===== config.mk =====
export PLATFORM = sky130hd
export DESIGN_NAME = lidar_scan_packet_deframer_top_flat
export DESIGN_NICKNAME = d
export VERILOG_FILES = /design/src/hdl/lspd_pkg.sv /design/src/hdl/lspd_ifs.sv /design/src/hdl/lidar_scan_packet_deframer_top.sv /design/src/flat_wrapper.sv
export SDC_FILE = /design/constraint.sdc
export NUM_CORES = 1
export LEC_CHECK = 0
export BUFFER_PORTS_ARGS = -buffer_cell sky130_fd_sc_hd__buf_2
export CAP_MARGIN = 20
export CELL_PAD_IN_SITES_DETAIL_PLACEMENT = 1
export CELL_PAD_IN_SITES_GLOBAL_PLACEMENT = 1
export CORE_ASPECT_RATIO = 0.75
export CORE_MARGIN = 5
export CORE_UTILIZATION = 35
export CTS_CLUSTER_SIZE = 40
export DETAILED_ROUTE_END_ITERATION = 7
export PLACE_DENSITY = 0.62
export RECOVER_POWER = 100
export SLEW_MARGIN = 20
export SYNTH_ARGS = -nofsm -noshare
export SYNTH_HDL_FRONTEND = slang
export SYNTH_SLANG_ARGS = --single-unit
export TNS_END_PERCENT = 50

===== constraint.sdc =====
create_clock -name clk -period 4.48 [get_ports clk]
set_input_delay 0.448 -clock clk [delete_from_list [all_inputs] [get_ports clk]]
set_output_delay 0.448 -clock clk [all_outputs]
set_load 0.005 [all_outputs]

===== src/hdl/lspd_pkg.sv =====
`timescale 1ns / 1ps
// ----------------------------------------------------------------------------
// lspd_pkg
// shared types and constants of the lidar scan deframer
// ----------------------------------------------------------------------------
package lspd_pkg;

  localparam int unsigned SCAN_BYTE_BUDGET   = 1980;
  localparam int unsigned PACKETS_PER_SCAN   = 90;
  localparam int unsigned READINGS_PER_FRAME = 360;

  localparam logic [1:0] MODE_FRAME  = 2'd1;
  localparam logic [1:0] MODE_PACKET = 2'd2;

  localparam logic [7:0] SYNC0    = 8'h5A;
  localparam logic [7:0] SYNC1    = 8'hA5;
  localparam logic [7:0] SYNC2    = 8'h00;
  localparam logic [7:0] SYNC3    = 8'hC0;
  localparam logic [7:0] HDR_BYTE = 8'hFA;
  localparam logic [7:0] IDX_BASE = 8'hA0;

  localparam logic [8:0] LAST_BEARING = 9'd359;
  localparam logic [4:0] PKT_LAST_POS = 5'd21;
  localparam logic [4:0] PKT_END_POS  = 5'd20;
  localparam logic [4:0] PKT_LEN      = 5'd22;
  localparam logic [4:0] DIV_STEPS    = 5'd17;

  localparam logic KIND_READING = 1'b0;
  localparam logic KIND_SUMMARY = 1'b1;

  typedef enum logic [2:0] {
    PH_HUNT0, PH_HUNT1, PH_HUNT2, PH_HUNT3, PH_BODY, PH_HDR, PH_IDX, PH_DONE
  } phase_t;

  typedef enum logic [2:0] {
    C_IDLE, C_RD, C_EMIT, C_DIV, C_SUM
  } ctl_t;

  typedef struct packed {
    logic        result_kind;
    logic [8:0]  bearing_index;
    logic [13:0] range_mm;
    logic        no_return_flag;
    logic        too_close_flag;
    logic [15:0] intensity;
    logic [15:0] motor_speed;
    logic [6:0]  good_packet_count;
    logic        last_of_run;
  } res_t;

endpackage


===== src/hdl/lspd_ifs.sv =====
`timescale 1ns / 1ps
// ----------------------------------------------------------------------------
// lspd channel interfaces
// byte input channel and result channel, valid/ready handshake
// ----------------------------------------------------------------------------
interface lspd_in_if;
  logic       valid;
  logic       ready;
  logic [7:0] rx_byte;
  modport source (output valid, output rx_byte, input ready);
  modport sink (input valid, input rx_byte, output ready);
endinterface

interface lspd_out_if;
  logic        valid;
  logic        ready;
  logic        result_kind;
  logic [8:0]  bearing_index;
  logic [13:0] range_mm;
  logic        no_return_flag;
  logic        too_close_flag;
  logic [15:0] intensity;
  logic [15:0] motor_speed;
  logic [6:0]  good_packet_count;
  logic        last_of_run;
  modport source (output valid, output result_kind, output bearing_index, output range_mm,
                  output no_return_flag, output too_close_flag, output intensity,
                  output motor_speed, output good_packet_count, output last_of_run,
                  input ready);
  modport sink (input valid, input result_kind, input bearing_index, input range_mm,
                input no_return_flag, input too_close_flag, input intensity,
                input motor_speed, input good_packet_count, input last_of_run,
                output ready);
endinterface


===== src/hdl/lidar_scan_packet_deframer_top.sv =====
`timescale 1ns / 1ps
// ----------------------------------------------------------------------------
// lidar_scan_packet_deframer_top
// rebuilds lidar scans from a serial byte stream, frame or packet format
// ----------------------------------------------------------------------------
// one byte beat is taken per visit to idle. a byte that yields readings
// sends each reading through a payload ram read and an output load. an
// end of scan in mode 2 runs the restoring divider (one quotient bit per
// cycle) for the speed average, then loads the summary beat; mode 1 loads
// the summary beat straight away. output backpressure holds the reading
// and summary loads. the result register lets the next byte be taken while
// the last result beat still waits. a cfg write aborts any scan in progress
// and restarts the sync hunt.
module lidar_scan_packet_deframer_top (
  input  logic             clk,
  input  logic             rst_n,
  input  logic             cfg_we,
  input  logic [1:0]       cfg_wdata,
  lspd_in_if.sink          in_if,
  lspd_out_if.source       out_if
);

  // parse state
  lspd_pkg::phase_t phase_r, phase_nxt;
  logic [10:0] sbc_r, sbc_nxt;        // bytes into the scan
  logic [4:0]  pbp_r, pbp_nxt;        // byte position in packet / reading
  logic [6:0]  cpi_r, cpi_nxt;        // current packet index
  logic [16:0] ss_r, ss_nxt;          // speed sum
  logic [6:0]  gp_r, gp_nxt;          // good packets
  logic [15:0] fsw_r, fsw_nxt;        // mode 1 speed word
  logic [8:0]  rc_r, rc_nxt;          // mode 1 reading count
  logic [15:0] spw_r, spw_nxt;        // speed word of packet being received
  logic [1:0]  mode_r;

  // payload ram: four rows of one reading each
  logic [31:0] mem [4];
  logic [31:0] rd_data_r;
  logic        mem_we;
  logic [1:0]  mem_wa;
  logic [1:0]  mem_lane;

  // sequencer
  lspd_pkg::ctl_t ctl_r, ctl_nxt;
  logic [2:0]  n_rd_r, n_rd_nxt;      // readings to send
  logic [2:0]  rdi_r;                 // reading being sent
  logic        sum_r, sum_nxt;        // summary pending
  logic        run_m1_r;              // results come from mode 1
  logic [8:0]  base_r, base_nxt;      // bearing of first reading
  logic [7:0]  byte_r;

  // divider
  logic [16:0] quo_r;
  logic [6:0]  rem_r;
  logic [6:0]  dcnt_r, dcnt_nxt;
  logic [4:0]  dstep_r;
  logic [7:0]  trial;
  logic [8:0]  diff;

  lspd_pkg::res_t out_r;
  logic           out_valid_r;
  logic           slot_free;
  logic           accept;
  logic           load_rd, load_sum;

  assign accept    = in_if.valid && in_if.ready;
  assign in_if.ready = (ctl_r == lspd_pkg::C_IDLE) && !cfg_we;
  assign slot_free = !out_valid_r || out_if.ready;

  // ---------------- byte parser ----------------
  always_comb begin
    logic [7:0]  idx;
    logic [11:0] hdr_end;
    logic        hdr_ok;
    logic [8:0]  rc_inc;
    logic [10:0] sbc_inc;
    logic        do_count;
    phase_nxt = phase_r;
    sbc_nxt   = sbc_r;
    pbp_nxt   = pbp_r;
    cpi_nxt   = cpi_r;
    ss_nxt    = ss_r;
    gp_nxt    = gp_r;
    fsw_nxt   = fsw_r;
    rc_nxt    = rc_r;
    spw_nxt   = spw_r;
    n_rd_nxt  = 3'd0;
    sum_nxt   = 1'b0;
    base_nxt  = rc_r;
    mem_we    = 1'b0;
    mem_wa    = 2'd0;
    mem_lane  = pbp_r[1:0];
    do_count  = 1'b0;
    idx       = in_if.rx_byte - lspd_pkg::IDX_BASE;
    hdr_end   = {1'b0, sbc_r} + 12'(lspd_pkg::PKT_LEN);
    hdr_ok    = (in_if.rx_byte == lspd_pkg::HDR_BYTE) &&
                (hdr_end <= 12'(lspd_pkg::SCAN_BYTE_BUDGET));
    rc_inc    = rc_r + 9'd1;
    sbc_inc   = sbc_r + 11'd1;
    if (mode_r == lspd_pkg::MODE_FRAME) begin
      case (phase_r)
        lspd_pkg::PH_HUNT0: if (in_if.rx_byte == lspd_pkg::SYNC0) phase_nxt = lspd_pkg::PH_HUNT1;
        lspd_pkg::PH_HUNT1: if (in_if.rx_byte == lspd_pkg::SYNC1) phase_nxt = lspd_pkg::PH_HUNT2;
        lspd_pkg::PH_HUNT2: if (in_if.rx_byte == lspd_pkg::SYNC2) phase_nxt = lspd_pkg::PH_HUNT3;
        lspd_pkg::PH_HUNT3: begin
          if (in_if.rx_byte == lspd_pkg::SYNC3) begin
            phase_nxt = lspd_pkg::PH_BODY;
            sbc_nxt   = 11'd0;
            pbp_nxt   = 5'd0;
            rc_nxt    = 9'd0;
            fsw_nxt   = 16'd0;
          end
        end
        lspd_pkg::PH_BODY: begin
          if (sbc_r == 11'd0) begin
            fsw_nxt = {8'd0, in_if.rx_byte};
            sbc_nxt = 11'd1;
          end else if (sbc_r == 11'd1) begin
            fsw_nxt = {in_if.rx_byte, fsw_r[7:0]};
            sbc_nxt = 11'd2;
          end else if (pbp_r < 5'd3) begin
            mem_we  = 1'b1;
            pbp_nxt = pbp_r + 5'd1;
          end else begin
            n_rd_nxt = 3'd1;
            pbp_nxt  = 5'd0;
            rc_nxt   = rc_inc;
            if (rc_inc >= 9'(lspd_pkg::READINGS_PER_FRAME)) begin
              sum_nxt   = 1'b1;
              phase_nxt = lspd_pkg::PH_HUNT0;
              sbc_nxt   = 11'd0;
              pbp_nxt   = 5'd0;
              cpi_nxt   = 7'd0;
              ss_nxt    = 17'd0;
              gp_nxt    = 7'd0;
              rc_nxt    = 9'd0;
            end
          end
        end
        default: phase_nxt = lspd_pkg::PH_HUNT0;
      endcase
    end else if (mode_r == lspd_pkg::MODE_PACKET) begin
      mem_wa   = 2'(pbp_r[4:2] - 3'd1);
      base_nxt = {cpi_r, 2'b00};
      case (phase_r)
        lspd_pkg::PH_HUNT0: if (in_if.rx_byte == lspd_pkg::HDR_BYTE) phase_nxt = lspd_pkg::PH_HUNT1;
        lspd_pkg::PH_HUNT1: begin
          if (in_if.rx_byte == lspd_pkg::IDX_BASE) begin
            phase_nxt = lspd_pkg::PH_BODY;
            sbc_nxt   = 11'd2;
            pbp_nxt   = 5'd2;
            cpi_nxt   = 7'd0;
            ss_nxt    = 17'd0;
            gp_nxt    = 7'd0;
            rc_nxt    = 9'd0;
          end else begin
            phase_nxt = lspd_pkg::PH_HUNT0;
          end
        end
        lspd_pkg::PH_HDR: begin
          do_count  = 1'b1;
          phase_nxt = hdr_ok ? lspd_pkg::PH_IDX : lspd_pkg::PH_HDR;
        end
        lspd_pkg::PH_IDX: begin
          do_count = 1'b1;
          if (idx < 8'(lspd_pkg::PACKETS_PER_SCAN)) begin
            cpi_nxt   = idx[6:0];
            pbp_nxt   = 5'd2;
            phase_nxt = lspd_pkg::PH_BODY;
          end else begin
            phase_nxt = hdr_ok ? lspd_pkg::PH_IDX : lspd_pkg::PH_HDR;
          end
        end
        lspd_pkg::PH_BODY: begin
          do_count = 1'b1;
          if (in_if.rx_byte == lspd_pkg::HDR_BYTE) begin
            phase_nxt = hdr_ok ? lspd_pkg::PH_IDX : lspd_pkg::PH_HDR;
          end else if (pbp_r < lspd_pkg::PKT_LAST_POS) begin
            if (pbp_r == 5'd2) spw_nxt = {spw_r[15:8], in_if.rx_byte};
            if (pbp_r == 5'd3) spw_nxt = {in_if.rx_byte, spw_r[7:0]};
            if (pbp_r >= 5'd4 && pbp_r < lspd_pkg::PKT_END_POS) mem_we = 1'b1;
            pbp_nxt = pbp_r + 5'd1;
          end else begin
            gp_nxt    = gp_r + 7'd1;
            ss_nxt    = ss_r + 17'(spw_r[15:6]);
            n_rd_nxt  = 3'd4;
            phase_nxt = ({cpi_r, 2'b11} == lspd_pkg::LAST_BEARING) ?
                        lspd_pkg::PH_DONE : lspd_pkg::PH_HDR;
          end
        end
        lspd_pkg::PH_DONE: do_count = 1'b1;
        default: do_count = 1'b1;
      endcase
      if (do_count) begin
        sbc_nxt = sbc_inc;
        if (sbc_inc >= 11'(lspd_pkg::SCAN_BYTE_BUDGET)) begin
          sum_nxt   = 1'b1;
          phase_nxt = lspd_pkg::PH_HUNT0;
          sbc_nxt   = 11'd0;
          pbp_nxt   = 5'd0;
          cpi_nxt   = 7'd0;
          ss_nxt    = 17'd0;
          gp_nxt    = 7'd0;
          rc_nxt    = 9'd0;
        end
      end
    end
  end

  // divider snapshot: values after this byte's packet, before the scan clear
  always_comb begin
    dcnt_nxt = gp_r;
    if (mode_r == lspd_pkg::MODE_PACKET && phase_r == lspd_pkg::PH_BODY &&
        in_if.rx_byte != lspd_pkg::HDR_BYTE && pbp_r >= lspd_pkg::PKT_LAST_POS) begin
      dcnt_nxt = gp_r + 7'd1;
    end
  end

  always_ff @(posedge clk) begin
    if (!rst_n) begin
      mode_r  <= lspd_pkg::MODE_PACKET;
      phase_r <= lspd_pkg::PH_HUNT0;
      sbc_r   <= '0;
      pbp_r   <= '0;
      cpi_r   <= '0;
      ss_r    <= '0;
      gp_r    <= '0;
      rc_r    <= '0;
      fsw_r   <= '0;
      spw_r   <= '0;
    end else if (cfg_we) begin
      mode_r  <= cfg_wdata;
      phase_r <= lspd_pkg::PH_HUNT0;
      sbc_r   <= '0;
      pbp_r   <= '0;
      cpi_r   <= '0;
      ss_r    <= '0;
      gp_r    <= '0;
      rc_r    <= '0;
    end else if (accept) begin
      phase_r <= phase_nxt;
      sbc_r   <= sbc_nxt;
      pbp_r   <= pbp_nxt;
      cpi_r   <= cpi_nxt;
      ss_r    <= ss_nxt;
      gp_r    <= gp_nxt;
      rc_r    <= rc_nxt;
      fsw_r   <= fsw_nxt;
      spw_r   <= spw_nxt;
    end
  end

  // ---------------- payload ram ----------------
  always_ff @(posedge clk) begin
    if (accept && mem_we) mem[mem_wa][mem_lane*8 +: 8] <= in_if.rx_byte;
    if (ctl_r == lspd_pkg::C_RD) rd_data_r <= mem[run_m1_r ? 2'd0 : rdi_r[1:0]];
  end

  // ---------------- sequencer ----------------
  always_comb begin
    ctl_nxt = ctl_r;
    case (ctl_r)
      lspd_pkg::C_IDLE: begin
        if (accept) begin
          if (n_rd_nxt != 3'd0) ctl_nxt = lspd_pkg::C_RD;
          else if (sum_nxt) ctl_nxt = (mode_r == lspd_pkg::MODE_FRAME) ?
                                      lspd_pkg::C_SUM : lspd_pkg::C_DIV;
        end
      end
      lspd_pkg::C_RD: ctl_nxt = lspd_pkg::C_EMIT;
      lspd_pkg::C_EMIT: begin
        if (slot_free) begin
          if (rdi_r + 3'd1 < n_rd_r) ctl_nxt = lspd_pkg::C_RD;
          else if (sum_r) ctl_nxt = run_m1_r ? lspd_pkg::C_SUM : lspd_pkg::C_DIV;
          else ctl_nxt = lspd_pkg::C_IDLE;
        end
      end
      lspd_pkg::C_DIV: if (dstep_r == lspd_pkg::DIV_STEPS - 5'd1) ctl_nxt = lspd_pkg::C_SUM;
      lspd_pkg::C_SUM: if (slot_free) ctl_nxt = lspd_pkg::C_IDLE;
      default: ctl_nxt = lspd_pkg::C_IDLE;
    endcase
  end

  always_comb begin
    load_rd  = (ctl_r == lspd_pkg::C_EMIT) && slot_free;
    load_sum = (ctl_r == lspd_pkg::C_SUM) && slot_free;
  end

  // divider step: one quotient bit per cycle
  assign trial = {rem_r, quo_r[16]};
  assign diff  = {1'b0, trial} - {2'b00, dcnt_r};

  always_ff @(posedge clk) begin
    if (!rst_n) begin
      ctl_r <= lspd_pkg::C_IDLE;
      rdi_r <= '0;
      n_rd_r <= '0;
      sum_r <= 1'b0;
      run_m1_r <= 1'b0;
    end else begin
      ctl_r <= ctl_nxt;
      if (accept) begin
        rdi_r    <= '0;
        n_rd_r   <= n_rd_nxt;
        sum_r    <= sum_nxt;
        run_m1_r <= (mode_r == lspd_pkg::MODE_FRAME);
      end else if (load_rd) begin
        rdi_r <= rdi_r + 3'd1;
      end
    end
  end

  always_ff @(posedge clk) begin
    if (accept) begin
      byte_r  <= in_if.rx_byte;
      base_r  <= base_nxt;
      quo_r   <= ss_r + ((dcnt_nxt != gp_r) ? 17'(spw_r[15:6]) : 17'd0);
      rem_r   <= '0;
      dcnt_r  <= dcnt_nxt;
      dstep_r <= '0;
    end else if (ctl_r == lspd_pkg::C_DIV) begin
      dstep_r <= dstep_r + 5'd1;
      if (!diff[8]) begin
        rem_r <= diff[6:0];
        quo_r <= {quo_r[15:0], 1'b1};
      end else begin
        rem_r <= trial[6:0];
        quo_r <= {quo_r[15:0], 1'b0};
      end
    end
  end

  // ---------------- result register ----------------
  always_ff @(posedge clk) begin
    if (!rst_n) begin
      out_valid_r <= 1'b0;
    end else if (load_rd || load_sum) begin
      out_valid_r <= 1'b1;
    end else if (out_if.ready) begin
      out_valid_r <= 1'b0;
    end
  end

  always_ff @(posedge clk) begin
    if (load_rd) begin
      out_r.result_kind       <= lspd_pkg::KIND_READING;
      out_r.bearing_index     <= base_r + 9'(rdi_r);
      out_r.range_mm          <= {rd_data_r[13:8], rd_data_r[7:0]};
      out_r.no_return_flag    <= run_m1_r & rd_data_r[15];
      out_r.too_close_flag    <= run_m1_r & rd_data_r[14];
      out_r.intensity         <= run_m1_r ? {byte_r, rd_data_r[23:16]} : rd_data_r[31:16];
      out_r.motor_speed       <= '0;
      out_r.good_packet_count <= '0;
      out_r.last_of_run       <= (rdi_r + 3'd1 >= n_rd_r) && !sum_r;
    end else if (load_sum) begin
      out_r.result_kind       <= lspd_pkg::KIND_SUMMARY;
      out_r.bearing_index     <= '0;
      out_r.range_mm          <= '0;
      out_r.no_return_flag    <= 1'b0;
      out_r.too_close_flag    <= 1'b0;
      out_r.intensity         <= '0;
      out_r.motor_speed       <= run_m1_r ? fsw_r :
                                 ((dcnt_r == 7'd0) ? 16'd0 : quo_r[15:0]);
      out_r.good_packet_count <= run_m1_r ? 7'd0 : dcnt_r;
      out_r.last_of_run       <= 1'b1;
    end
  end

  assign out_if.valid             = out_valid_r;
  assign out_if.result_kind       = out_r.result_kind;
  assign out_if.bearing_index     = out_r.bearing_index;
  assign out_if.range_mm          = out_r.range_mm;
  assign out_if.no_return_flag    = out_r.no_return_flag;
  assign out_if.too_close_flag    = out_r.too_close_flag;
  assign out_if.intensity         = out_r.intensity;
  assign out_if.motor_speed       = out_r.motor_speed;
  assign out_if.good_packet_count = out_r.good_packet_count;
  assign out_if.last_of_run       = out_r.last_of_run;

endmodule


===== src/flat_wrapper.sv =====
// flat-port wrapper written by rule: the top's interface ports become plain ports
module lidar_scan_packet_deframer_top_flat 
  (clk, rst_n, cfg_we, cfg_wdata, in_if_valid, in_if_rx_byte, in_if_ready, out_if_valid, out_if_result_kind, out_if_bearing_index, out_if_range_mm, out_if_no_return_flag, out_if_too_close_flag, out_if_intensity, out_if_motor_speed, out_if_good_packet_count, out_if_last_of_run, out_if_ready);
  lspd_in_if in_if_i ();
  lspd_out_if out_if_i ();
  input  logic clk;
  input  logic rst_n;
  input  logic cfg_we;
  input  logic [1:0] cfg_wdata;
  input wire logic [$bits(in_if_i.valid)-1:0] in_if_valid;
  input wire logic [$bits(in_if_i.rx_byte)-1:0] in_if_rx_byte;
  output wire logic [$bits(in_if_i.ready)-1:0] in_if_ready;
  output wire logic [$bits(out_if_i.valid)-1:0] out_if_valid;
  output wire logic [$bits(out_if_i.result_kind)-1:0] out_if_result_kind;
  output wire logic [$bits(out_if_i.bearing_index)-1:0] out_if_bearing_index;
  output wire logic [$bits(out_if_i.range_mm)-1:0] out_if_range_mm;
  output wire logic [$bits(out_if_i.no_return_flag)-1:0] out_if_no_return_flag;
  output wire logic [$bits(out_if_i.too_close_flag)-1:0] out_if_too_close_flag;
  output wire logic [$bits(out_if_i.intensity)-1:0] out_if_intensity;
  output wire logic [$bits(out_if_i.motor_speed)-1:0] out_if_motor_speed;
  output wire logic [$bits(out_if_i.good_packet_count)-1:0] out_if_good_packet_count;
  output wire logic [$bits(out_if_i.last_of_run)-1:0] out_if_last_of_run;
  input wire logic [$bits(out_if_i.ready)-1:0] out_if_ready;
  assign in_if_i.valid = in_if_valid;
  assign in_if_i.rx_byte = in_if_rx_byte;
  assign in_if_ready = in_if_i.ready;
  assign out_if_valid = out_if_i.valid;
  assign out_if_result_kind = out_if_i.result_kind;
  assign out_if_bearing_index = out_if_i.bearing_index;
  assign out_if_range_mm = out_if_i.range_mm;
  assign out_if_no_return_flag = out_if_i.no_return_flag;
  assign out_if_too_close_flag = out_if_i.too_close_flag;
  assign out_if_intensity = out_if_i.intensity;
  assign out_if_motor_speed = out_if_i.motor_speed;
  assign out_if_good_packet_count = out_if_i.good_packet_count;
  assign out_if_last_of_run = out_if_i.last_of_run;
  assign out_if_i.ready = out_if_ready;
  lidar_scan_packet_deframer_top u_core (.clk(clk), .rst_n(rst_n), .cfg_we(cfg_we), .cfg_wdata(cfg_wdata), .in_if(in_if_i), .out_if(out_if_i));
endmodule

# After elaboration in Yosys (flattened, before gate mapping)
# Memories as Yosys holds them, arrays and structs flattened. A register that Yosys moved wholly into a read port is not among the register bits.
# Index checks and enable logic that the tools add are counted.
# totals
regBits,224
ram_bits,128
in_bits,15
out_inout_bits,68
word_cells,319
mem_count,1
# mem_list
name,words,width,read_ports,rd_ports_with_merged_regs,wr,line,rtl
u_core.mem,4,32,1,1,1,lidar_scan_packet_deframer_top.sv:36,logic [31:0] mem [4];
# op_classes
add_sub_neg,14
magnitude_cmp,11
n_eq_ne,48
n_shift,2
n_mux,161
bitwise,7
n_reduce_logical,42
# ops
cell,count
$mux 17,14
$mux 7,21
$mux 65,2
$mux 11,11
$mux 9,13
$mux 16,7
$mux 3,35
$mux 5,12
$pmux 3 s5,3
$neg 5->34,1
$pmux 17 s2,1
$shift 8x34->32 const A,1
$shiftx 8x34->32,1
$eq 8x8->1 const B,4
$mux 32,1
$pmux 16 s2,1
$pmux 7 s2,2
$mux 1,27
$ne 3x3->1 const B,9
$pmux 11 s2,1
$pmux 9 s2,1
$reduce_and 6->1,3
$add 17x10->17,1
$add 17x17->17,1
59 further kinds,112

# Longest topological paths before layout
# logic_depth
depth_word,12
depth_mapped,17
depth_no_buf,16

# Least setup slack after synthesis
# OpenSTA, ideal clock, no wires.
# synth_path
path_kind,input -> register
from,input in_if_rx_byte[1]
to,"register u_core.quo_r[15], data pin"
setup_time_ns,0.269
arrival_ns,3.477
t_required_ns,4.211
slack_ns,0.734
stages,17
n_path_buf,2
path_cell_list,clkbuf_1 nand4_1 nor2_1 or3_1 a21oi_1 clkbuf_1 nand2_1 inv_1 ha_1 a211oi_1 o21a_1 o21bai_1 a31oi_1 o21ai_0 o21ai_0 xor2_1 o21ai_0
# synth_via
elab_chain_len,8
# synth_rtl
item,line,rtl
start: declaration,flat_wrapper.sv:11,input wire logic [$bits(in_if_i.rx_byte)-1:0] in_if_rx_byte;
$ne 8x8->1,lidar_scan_packet_deframer_top.sv:213,in_if.rx_byte != lspd_pkg::HDR_BYTE && pbp_r >= lspd_pkg::PKT_LAST_POS) begin
$logic_and 1x1->1,lidar_scan_packet_deframer_top.sv:212,if (mode_r == lspd_pkg::MODE_PACKET && phase_r == lspd_pkg::PH_BODY &&
$logic_and 1x1->1,lidar_scan_packet_deframer_top.sv:213,
$mux 7,lidar_scan_packet_deframer_top.sv:212,
$ne 7x7->1,lidar_scan_packet_deframer_top.sv:316,quo_r <= ss_r + ((dcnt_nxt != gp_r) ? 17'(spw_r[15:6]) : 17'd0);
$mux 10,lidar_scan_packet_deframer_top.sv:316,
$add 17x17->17,lidar_scan_packet_deframer_top.sv:316,
$mux 17,lidar_scan_packet_deframer_top.sv:313,if (accept) begin
end signal: assignment,lidar_scan_packet_deframer_top.sv:316,
end signal: assignment,lidar_scan_packet_deframer_top.sv:324,"quo_r <= {quo_r[15:0], 1'b1};"
end signal: assignment,lidar_scan_packet_deframer_top.sv:327,"quo_r <= {quo_r[15:0], 1'b0};"
end: declaration,lidar_scan_packet_deframer_top.sv:52,logic [16:0] quo_r;
# No other way between the ends.
# A chain may end at the register's enable or synchronous reset.

# Worst setup path after layout
# layout_path
from,input in_if_rx_byte[7]
to,"register u_core.quo_r[16], data pin"
# The elaborated chain is that of the path after synthesis.

==> flow_metrics.env <==
export IMPL_run_status="complete, but fails checks"
export IMPL_violations="max-capacitance violations, max-slew violations"
export IMPL_ys_seq_area_share_pct=55.4
export IMPL_setup_viol=0
export IMPL_timing_setup_critical_path_class="in -> reg"
export IMPL_grt_setup_unrepaired="false"
export IMPL_grt_first_pass_wirelength_um=82700
export IMPL_core_rowCount=72
export IMPL_postSynthAreaPerCell_um2=10.7
export IMPL_clock_sinks=377
export IMPL_first_global_vias=13800
export IMPL_layout_area_overhead_vs_synth_pct=12.2
export IMPL_ctsHoldBuffers=0
export IMPL_final_hold_viol_count=0
export IMPL_globalRouteOverflowTotal=0
export IMPL_cts_buffers=42
export IMPL_die_area_um2=56100
export IMPL_peakVddDrop_mv=0.242
export IMPL_finClkSkew_ns=0.0104
export IMPL_route_met3_wl_um=2330
export IMPL_hpwl_um=37100
export IMPL_synth_area_leader_cell="sky130_fd_sc_hd__edfxtp_1"
export IMPL_pwr_density_cell_nw_per_um2=369
export IMPL_globalRouteTotalUtil_pct=18.7
export IMPL_slew_headroom_pct=-55.9
export IMPL_width_of_the_die_um=272
export IMPL_fill_cells=5642
export IMPL_initial_utilization_pct=35.1
export IMPL_dpl_cell_area_um2=19100
export IMPL_drc_violation_count_after_routing=0
export IMPL_dr_wl_met2_um=23600
export IMPL_syn_instance_count=1685
export IMPL_ys_types=86
export IMPL_clk_transition_reported_paths_ns=0.06
export IMPL_critPathCaptureType="flip-flop"
export IMPL_totalWireLength_um=53100
export IMPL_internal_power_mw=5.76
export IMPL_maxUsedRoutingLayer="met5"
export IMPL_element_type_at_the_critical_path_start="primary input"
export IMPL_p_seq_share_pct=50.5
export IMPL_synth_seq_cells=377
export IMPL_worst_ep_required_time_ns=4.79
export IMPL_synth_edf_count=243
export IMPL_timing_worst_slew_pin_value_ns=2.34
export IMPL_ios=83
export IMPL_share_clk_of_total_power_pct=45.4
export IMPL_ys_warnings_count=0
export IMPL_hold_worst_slack_ns=0.161
export IMPL_grt_antenna_before_repair=2
export IMPL_pre_cts_slack_ns=0.121
export IMPL_tritoncts_clock_tree="done"
export IMPL_synth_area_leaders="sky130_fd_sc_hd__edfxtp_1 (41%), sky130_fd_sc_hd__dfxtp_1 (15%), sky130_fd_sc_hd__nand2_1 (3.9%)"
export IMPL_htreeDepth=2
export IMPL_post_route_cell_area_um2=20200
export IMPL_initialDrtViolationCount=1097
export IMPL_routed_via_density=5.48
export IMPL_layoutNonFillerInstCount=2442
export IMPL_num_nets_final=1816
export IMPL_worst_skew_pair_late_latency_ns=0.58
export IMPL_numPortBuffers=82
export IMPL_grt_max_degree=47
export IMPL_cts_setup_buffers=0
export IMPL_floorplan_core_area_um2=51300
export IMPL_synth_ff_type="sky130_fd_sc_hd__edfxtp_1"
export IMPL_detail_route_wirelength_met1_um=26300
export IMPL_die_height_um=206
export IMPL_clock_tree_root_cell="sky130_fd_sc_hd__clkbuf_16"
export IMPL_timing_setup_tns_ns=0
export IMPL_total_leakage_power_nw=7.04
export IMPL_maxClockFrequency_mhz=246
export IMPL_share_comb_of_total_power_pct=4.1
export IMPL_placed_cells_incl_taps=2364
export IMPL_netlist_area_um2=18000
export IMPL_synth_top_cell_area_share_pct=40.5
export IMPL_cts_root_to_sink_buffers=3
export IMPL_finalWeightedCongestion=0.838
export IMPL_synth_async_reset_ratio_pct=0
export IMPL_net_switching_power_mw=1.70
export IMPL_maxSlewViolCount=244
export IMPL_hold_class="in -> reg"
export IMPL_routed_via_count=13400
export IMPL_routedWlPerCell_um=21.8
export IMPL_power_share_switching_pct=22.8
export IMPL_finalWorstSetupSlack_ns=0.416
export IMPL_detailedRoute_firstPassIterationCount=5
export IMPL_max_cap_viol_count=6
export IMPL_final_layout_size_suffix_gt1_share_pct=7.16
export IMPL_timing_critical_path_fanout_max=15
export IMPL_final_antenna_net_count=0
export IMPL_syn_num_nets=1759
export IMPL_finalCritPeriodShare_pct=90.7
export IMPL_critical_path_arrival_ns=4.37
export IMPL_finalWorstPathRequiredPeriod_ns=4.06
-- layout make-up --
| cell class | instances | area (um^2) | share of cell area, % |
|---|---|---|---|
| Clock inverter | 21 | 195 | 0.966 |
| Multi-Input combinational cell | 1165 | 7390 | 36.6 |
| Tap cell | 666 | 833 | 4.12 |
| Timing Repair Buffer | 112 | 517 | 2.56 |
| Sequential cell | 377 | 9980 | 49.4 |
| Antenna cell | 2 | 5.00 | 0.0248 |
| Clock buffer | 55 | 1120 | 5.55 |
| Inverter | 44 | 165 | 0.817 |
-- worst max-delay path, cell delays in order --
cell,delay [ns]
sky130_fd_sc_hd__clkbuf_1,0.60
sky130_fd_sc_hd__nand4bb_1,0.43
sky130_fd_sc_hd__nor2_1,0.26
sky130_fd_sc_hd__or3_1,0.17
sky130_fd_sc_hd__a21oi_1,0.06
sky130_fd_sc_hd__buf_4,0.16
sky130_fd_sc_hd__buf_4,0.18
sky130_fd_sc_hd__and2_1,0.17
sky130_fd_sc_hd__ha_1,0.32
sky130_fd_sc_hd__nor2b_1,0.15
sky130_fd_sc_hd__o21ai_0,0.29
sky130_fd_sc_hd__a21o_1,0.20
sky130_fd_sc_hd__a21oi_1,0.11
sky130_fd_sc_hd__a31oi_1,0.47
sky130_fd_sc_hd__nor2_1,0.13
sky130_fd_sc_hd__xnor2_1,0.15
sky130_fd_sc_hd__o21ai_0,0.08
-- metal layers --
layer / up-vias / GRT usage (%)
met2: 234 / 29.2
li1: 6341 / -
met4: 2 / 4.58
met3: 61 / 3.26
met1: 6734 / 27.1
met5: - / 0
-- final timing paths --
check        depth (start not counted)  slack [ns]                                            start                                               to
min reg2reg                          1        0.47  u_core.out_if.good_packet_count[6]$_SDFFE_PP0P_  u_core.out_if.good_packet_count[6]$_SDFFE_PP0P_
max reg2reg                          9        0.42                     u_core.sbc_r[0]$_SDFFE_PP0P_                      u_core.gp_r[5]$_SDFFE_PP0P_
min                                  3        0.16                                     cfg_wdata[1]                    u_core.mode_r[1]$_SDFFE_PN1P_
max                                 17        0.42                                 in_if_rx_byte[7]                       u_core.quo_r[16]$_DFFE_PP_
-- flip-flops by register name (all words and copies together) (netlist names), 5 cells and up --
signal	count
u_core.base_r	9
u_core.byte_r	8
u_core.cpi_r	7
u_core.dcnt_r	7
u_core.dstep_r	5
u_core.fsw_r	16
u_core.gp_r	7
u_core.mem	128
u_core.out_if.bearing_index	9
u_core.out_if.good_packet_count	7
u_core.out_if.intensity	16
u_core.out_if.motor_speed	16
u_core.out_if.range_mm	14
u_core.pbp_r	5
u_core.quo_r	17
u_core.rc_r	9
u_core.rd_data_r	32
u_core.rem_r	7
u_core.sbc_r	11
u_core.spw_r	10
u_core.ss_r	17
-- power by group through the flow --
stage | clock network (mW) | registers, mW | logic [mW]
2_1_floorplan | 0 | 3.83 | 0.189
3_3_place_gp | 0 | 3.84 | 0.314
3_5_place_dp | 0 | 3.84 | 0.321
4_1_cts | 3.49 | 3.77 | 0.322
5_1_grt | 3.64 | 3.77 | 0.335
6_report | 3.39 | 3.77 | 0.303
-- Yosys cell counts (all sizes together) (22+ instances only) --
cell type / instances
nor3: 27
nand3: 42
dfxtp: 134
nor2: 121
nor2b: 58
inv: 44
edfxtp: 243
xor2: 22
a211oi: 58
a31oi: 47
and2: 70
xnor2: 26
nand2: 189
a21oi: 58
o21ai: 86
a22oi: 26
ha: 55
clkbuf: 79
-- kinds of logic after synthesis --
logic type,synth area share [%]
and+or+nand+nor,17.3
AOI/OAI and AO/OA,16.0
DFF,55.4
buffers and inverters,3.18
adders and majority gates,4.27
xor gates and xnor gates,2.33
muxes,1.50
-- cell usage in the layout (no fill, tap or decap), types with 17 or more instances in the layout --
cell type	Yosys	final
sky130_fd_sc_hd__buf_4	1	17
sky130_fd_sc_hd__and2_0	0	52
sky130_fd_sc_hd__a31oi_1	46	46
sky130_fd_sc_hd__inv_1	44	44
sky130_fd_sc_hd__a21boi_0	12	19
sky130_fd_sc_hd__nor2b_1	58	57
sky130_fd_sc_hd__nor2_1	121	121
sky130_fd_sc_hd__a22oi_1	26	26
sky130_fd_sc_hd__nand3_1	41	41
sky130_fd_sc_hd__buf_2	14	26
sky130_fd_sc_hd__a32o_1	17	17
sky130_fd_sc_hd__clkbuf_1	79	81
sky130_fd_sc_hd__mux2i_1	18	18
sky130_fd_sc_hd__a21oi_1	54	57
sky130_fd_sc_hd__clkbuf_16	0	43
sky130_fd_sc_hd__xor2_1	22	22
sky130_fd_sc_hd__ha_1	55	55
sky130_fd_sc_hd__nand4_1	19	19
sky130_fd_sc_hd__edfxtp_1	243	243
sky130_fd_sc_hd__nor3_1	26	27
sky130_fd_sc_hd__o21ai_0	81	82
sky130_fd_sc_hd__a211oi_1	56	57
sky130_fd_sc_hd__dfxtp_1	134	134
sky130_fd_sc_hd__and2_1	70	18
sky130_fd_sc_hd__nand2_1	188	189
sky130_fd_sc_hd__xnor2_1	26	26
-- per-stage QoR --
stage | util (%) | power [mW]
global placement | 37.3 | 4.15
floorplan | - | 4.02
CTS | 39.8 | 7.58
global route | 39.4 | 7.75
detailed placement | 37.3 | 4.16
finish | 39.4 | 7.47
-- what timing repair did --
item,4_1_cts,5_1_grt
setup endpoints to repair,0,1
gates resized for setup,0,1
endpoints found under the hold margin,0,0
Note: power is estimated with default switching activity, not from simulation.
